===== src/hdl/fvn_pkg.sv =====
// Shared constants, codes and the cosine blend table builder for fractal value noise.
package fvn_pkg;

  // Pipeline shape
  localparam int OCT_STAGES = 10;   // stages inside one octave lane
  localparam int QUO_W      = 31;   // quotient magnitude bits, |result| <= 2^30
  localparam int AMP_W      = 17;   // octave amplitude, Q1.16 with 1.0 = 65536
  localparam int WGT_W      = 49;   // octave value times amplitude
  localparam int WT_W       = 31;   // blend weight, Q1.30 up to 1.0

  localparam logic [AMP_W-1:0] AMP_ONE = 17'h1_0000;

  // Lattice hash constants
  localparam logic [31:0] HASH_Y_MUL = 32'd57;
  localparam int          HASH_SHIFT = 13;
  localparam logic [31:0] HASH_MUL   = 32'd15731;
  localparam logic [31:0] HASH_ADD   = 32'd789221;
  localparam logic [31:0] HASH_OFS   = 32'd1376312589;

  localparam logic signed [31:0] ONE_Q30 = 32'sh4000_0000;
  localparam longint unsigned    PI_Q30  = 64'd3373259426;
  localparam longint unsigned    ONE_U30 = 64'd1073741824;

  // Configuration register indexes
  typedef enum logic [0:0] {
    CFG_OCT_COUNT = 1'b0,
    CFG_PERSIST   = 1'b1
  } cfg_idx_e;

  // One blend table entry: sin^2 of the scaled angle, Q0.30, built at elaboration
  function automatic logic [WT_W-1:0] blend_entry(int k, int bits);
    longint unsigned u, u2, term, s, sq, pr;
    u  = (PI_Q30 * 64'(k)) >> (bits + 1);
    u2 = (u * u) >> 30;
    term = u;
    s    = u;
    for (int n = 1; n <= 7; n++) begin
      pr = (term * u2) >> 30;
      // Taylor term divisor (2n)(2n+1)
      case (n)
        1:       term = pr / 64'd6;
        2:       term = pr / 64'd20;
        3:       term = pr / 64'd42;
        4:       term = pr / 64'd72;
        5:       term = pr / 64'd110;
        6:       term = pr / 64'd156;
        default: term = pr / 64'd210;
      endcase
      if ((n & 1) == 1) begin
        s = (s >= term) ? s - term : 64'd0;
      end else begin
        s = s + term;
      end
    end
    if (s > ONE_U30) begin
      s = ONE_U30;
    end
    sq = (s * s + 64'd536870912) >> 30;
    if (sq > ONE_U30) begin
      sq = ONE_U30;
    end
    return WT_W'(sq);
  endfunction

endpackage


===== src/hdl/fvn_div.sv =====
// Pipelined restoring divider: weighted sum over weight total, truncated toward zero.
module fvn_div import fvn_pkg::*; #(
  parameter int TOT_W = 53,
  parameter int WS_W  = 21
) (
  input  logic                    clk_i,
  input  logic [QUO_W+1:0]        en_i,
  input  logic signed [TOT_W-1:0] total_i,
  input  logic [WS_W-1:0]         wsum_i,
  output logic signed [31:0]      quo_o
);

  logic [TOT_W-1:0] rem_q [QUO_W];
  logic [QUO_W-1:0] quo_q [QUO_W+1];
  logic             neg_q [QUO_W+1];
  logic signed [31:0] out_q;

  // Stage 0: sign and magnitude
  always_ff @(posedge clk_i) begin
    if (en_i[0]) begin
      neg_q[0] <= total_i[TOT_W-1];
      rem_q[0] <= total_i[TOT_W-1] ? TOT_W'(-total_i) : TOT_W'(total_i);
      quo_q[0] <= '0;
    end
  end

  // One quotient bit per stage, most significant first
  for (genvar j = 1; j <= QUO_W; j++) begin : g_step
    localparam int B = QUO_W - j;
    logic [TOT_W-1:0] dvs, rdf;
    logic             ge;
    assign dvs = TOT_W'(wsum_i) << B;
    assign ge  = rem_q[j-1] >= dvs;
    assign rdf = rem_q[j-1] - dvs;
    always_ff @(posedge clk_i) begin
      if (en_i[j]) begin
        quo_q[j] <= ge ? (quo_q[j-1] | (QUO_W'(1) << B)) : quo_q[j-1];
        neg_q[j] <= neg_q[j-1];
      end
    end
    if (j < QUO_W) begin : g_rem
      always_ff @(posedge clk_i) begin
        if (en_i[j]) begin
          rem_q[j] <= ge ? rdf : rem_q[j-1];
        end
      end
    end
  end

  // Output register: restore the sign
  always_ff @(posedge clk_i) begin
    if (en_i[QUO_W+1]) begin
      out_q <= neg_q[QUO_W] ? -$signed({1'b0, quo_q[QUO_W]})
                            :  $signed({1'b0, quo_q[QUO_W]});
    end
  end

  assign quo_o = out_q;

endmodule


===== config.mk =====
export PLATFORM = sky130hd
export DESIGN_NAME = fvn_div
export DESIGN_NICKNAME = d
export VERILOG_FILES = /design/src/hdl/fvn_pkg.sv /design/src/hdl/fvn_div.sv
export SDC_FILE = /design/constraint.sdc
export NUM_CORES = 2
export LEC_CHECK = 0
export BUFFER_PORTS_ARGS = -buffer_cell sky130_fd_sc_hd__buf_2
export CORE_ASPECT_RATIO = 0.8
export CORE_MARGIN = 4
export CORE_UTILIZATION = 50
export CTS_CLUSTER_SIZE = 25
export DETAILED_ROUTE_END_ITERATION = 16
export PLACE_DENSITY = 0.66
export SKIP_CTS_REPAIR_TIMING = 1
export SLEW_MARGIN = 20
export SYNTH_ARGS = -nofsm -noshare
export SYNTH_HDL_FRONTEND = slang
export SYNTH_SLANG_ARGS = --single-unit

===== constraint.sdc =====
create_clock -name clk_i -period 6.7 [get_ports clk_i]
set_input_delay 1.34 -clock clk_i [delete_from_list [all_inputs] [get_ports clk_i]]
set_output_delay 1.34 -clock clk_i [all_outputs]
set_load 0.02 [all_outputs]

==> results by group <==
Drt
  • Router iterations before antenna repair: 6
  • DRC viols: 0
  • Vias: 80300
  • Iter 0 DRT Violations: 7807
  • Wire length reported by the detailed router: 300000 µm
  • Detail-routed net length per standard cell: 22.4 µm
  • Antenna Violating Nets Remaining: 0
  • Vias per std cell: 5.98

GRT
  • First-pass GRT wire length: 455000 µm
  • Grt ovf: 0
  • Via count of the first global-routing pass: 76200
  • Antenna violations before repair: 9
  • Largest net degree at the start of global routing: 84
  • All-layer global routing usage: 0.242

Power
  • Reg power frac: 0.408
  • Switching power of the nets: 18.2 mW
  • Combinational power share: 0.348
  • Part of the total power dissipated in the clock network: 0.244
  • Maximum vdd ir drop: 0.236 mV
  • Pleak: 46.9 nW
  • Pwr Density: 408 nW/µm²
  • Internal power component: 34.7 mW
  • Share of total power consumed by net switching: 0.344

CTS
  • CTS tree: yes
  • H-Tree Depth: 4
  • Clock insertion delay at the later pin of the skew report: 880 ps
  • Number of sinks handled by clock tree synthesis: 2203
  • Clock transition at path regs: 60 ps
  • Number of buffers created by CTS: 225
  • Master cell of the clock root buffer: clkbuf_16
  • Clock buffer depth: 4

Synth
  • Total of warnings raised by yosys: 0
  • Number of standard cells after synthesis: 9823
  • Flops & latches, synth: 2203
  • Async set-or-reset flop fraction in the synthesized netlist: 0
  • Number of flops mapped to enable cells by yosys: 2203
  • Post-Synthesis Cell Area: 117000 µm²
  • Net Count, Synth: 10600
  • Top FF cell, synth: edfxtp_1
  • Count of distinct cell types in the synthesized netlist: 93
  • Syn Area/Cell: 11.9 µm²
  • Sequential share of the synthesized area: 0.566

STA
  • Number of setup violations in the final report: 0
  • Final period util: 0.766
  • Transition time at the pin with the least slew margin: 1100 ps
  • Remaining max-slew budget at the tightest pin: 0.258
  • Worst hold slack across all endpoints: 370 ps
  • Tmin final: 5130 ps
  • Total Negative Setup Slacks: 0 ps
  • Unrepaired setup endpoints after global routing: no
  • Number of max-slew violations in the final report: 0
  • Upper clock frequency limit: 0.195 GHz
  • Setup skew after layout: 58.8 ps
  • Hold violation count in the final report: 0

Floorplan
  • Die area: 242000 µm²
  • Core Area: 232000 µm²
  • Horizontal die dimension: 549 µm
  • Initial Util: 0.503
  • Row count: 158
  • Die outline height: 441 µm
  • Total I/O pin count: 140

Worst setup path
  • Nature of the critical path endpoint: register
  • Required time of the critical path: 7320 ps
  • Critical path launch point type: input pin
  • CP Class: input pin to register
  • Reg2Reg Setup Slack: 2070 ps
  • Max Fanout on Critical Path: 16
  • Arrival time of data at the critical path endpoint: 5760 ps

Cells and area
  • Antenna fix cells: 0
  • Commonest non-fill, non-tap cell in the layout: edfxtp_1
  • Most frequent cells in the layout: edfxtp_1, a21oi_1, nor2_1
  • Post-layout net count: 10900
  • Ratio of cells with drive above 1 in the final layout: 0.0897
  • Area grow syn2layout: 10.8%

Flow run
  • # Max-Cap Violations: 0

Outcome
  • Result of the run: completed

Placement
  • Placer Congestion: 0.912
  • Post-detailed-placement half-perimeter wirelength: 225000 µm
  • Input/output buffers: 139

Min path
  • Type of the tightest min-delay check: register to register
## power groups by stage
stage	sequential [mW]	clock, mW	combinational [mW]
floorplan	20.6	0	13.9
global placement	21.8	0	17.8
detailed placement	21.8	0	18.0
CTS	21.5	13.2	18.2
global route	21.8	13.8	20.4
finish	21.6	12.9	18.4
## metrics by stage
| stage | instances | worst slack [ps] | area (µm²) | utilization | total power, mW |
|---|---|---|---|---|---|
| floorplan | 9823 | 1350 | 117000 | - | 34.5 |
| global placement | 13000 | 896 | 122000 | 0.525 | 39.6 |
| detailed placement | 13000 | 806 | 122000 | 0.525 | 39.8 |
| CTS | 13400 | 1750 | 130000 | 0.558 | 52.9 |
| global route | 13400 | 1340 | 130000 | 0.558 | 56.0 |
| finish | 13400 | 1570 | 130000 | 0.558 | 52.8 |
## final timing paths
path                  from            end  cells past startpoint
min reg2reg  quo_q[2][116]  quo_q[2][147]                      0
min          quo_q[2][116]  quo_q[2][147]                      0
max reg2reg  rem_q[21][38]  rem_q[22][52]                     10
max              wsum_i[1]  rem_q[26][48]                     14
## cells in the mapped netlist (all sizes together), types with 42 or more instances
cell / n / area share
a211oi: 48 / 0.0031
a21o: 281 / 0.018
a21oi: 827 / 0.035
a31oi: 55 / 0.0029
and3: 52 / 0.0028
clkbuf: 190 / 0.0061
edfxtp: 2203 / 0.57
ha: 653 / 0.070
inv: 242 / 0.0078
mux2: 154 / 0.015
nand2: 607 / 0.019
nand2b: 127 / 0.0069
nand3: 193 / 0.0083
nand4: 138 / 0.0074
nor2: 800 / 0.026
nor2b: 115 / 0.0062
nor3: 277 / 0.012
nor4: 249 / 0.013
nor4b: 42 / 0.0032
o21a: 96 / 0.0062
o21ai: 481 / 0.021
o21bai: 65 / 0.0042
o31ai: 78 / 0.0050
or2: 46 / 0.0025
or3: 129 / 0.0071
or4: 90 / 0.0059
xnor2: 596 / 0.045
xor2: 450 / 0.034
## final cells by class
type                            count  area (µm²)
Sequential cell                  2203       66200
Clock buffer                      251        5750
Inverter                          243         912
Tap cell                         3120        3900
Clock inverter                    155        1830
Multi-Input combinational cell   7163       49200
Timing Repair Buffer              281        1890
Fill cell                       19100      103000
## critical path, cell delays in order
cell and delay [ps]:
buf_4 120, inv_2 650, fa_1 380, a211oi_1 110, o21ai_0 160, or3b_1 390
a31oi_1 300, o41a_1 230, a21oi_1 320, inv_2 130, nand4b_1 350, nor4_1 590
or4b_1 500, xnor2_1 140
## per-layer routing
layer	global-route usage	part of all wire	up-vias
met5	0	0.000037	-
met4	0.0705	0.030	2
met3	0.0357	0.065	489
met2	0.377	0.44	2695
met1	0.354	0.46	39100
li1	-	-	38000
## kinds of logic after synthesis
logic type               synth area share
XOR/XNOR                           0.0783
flip-flops                          0.566
AND/OR/NAND/NOR                     0.133
adder cells (fa/ha/maj)            0.0750
AO/OA/AOI/OAI                       0.118
multiplexers                       0.0153
buffers and inverters              0.0148
## flip-flops by register name, indices dropped and copies added (netlist names)
name	count
rem_q	1643
neg_q	32
quo_q	496
quo_o	32
(Power assumes the default switching activity.)
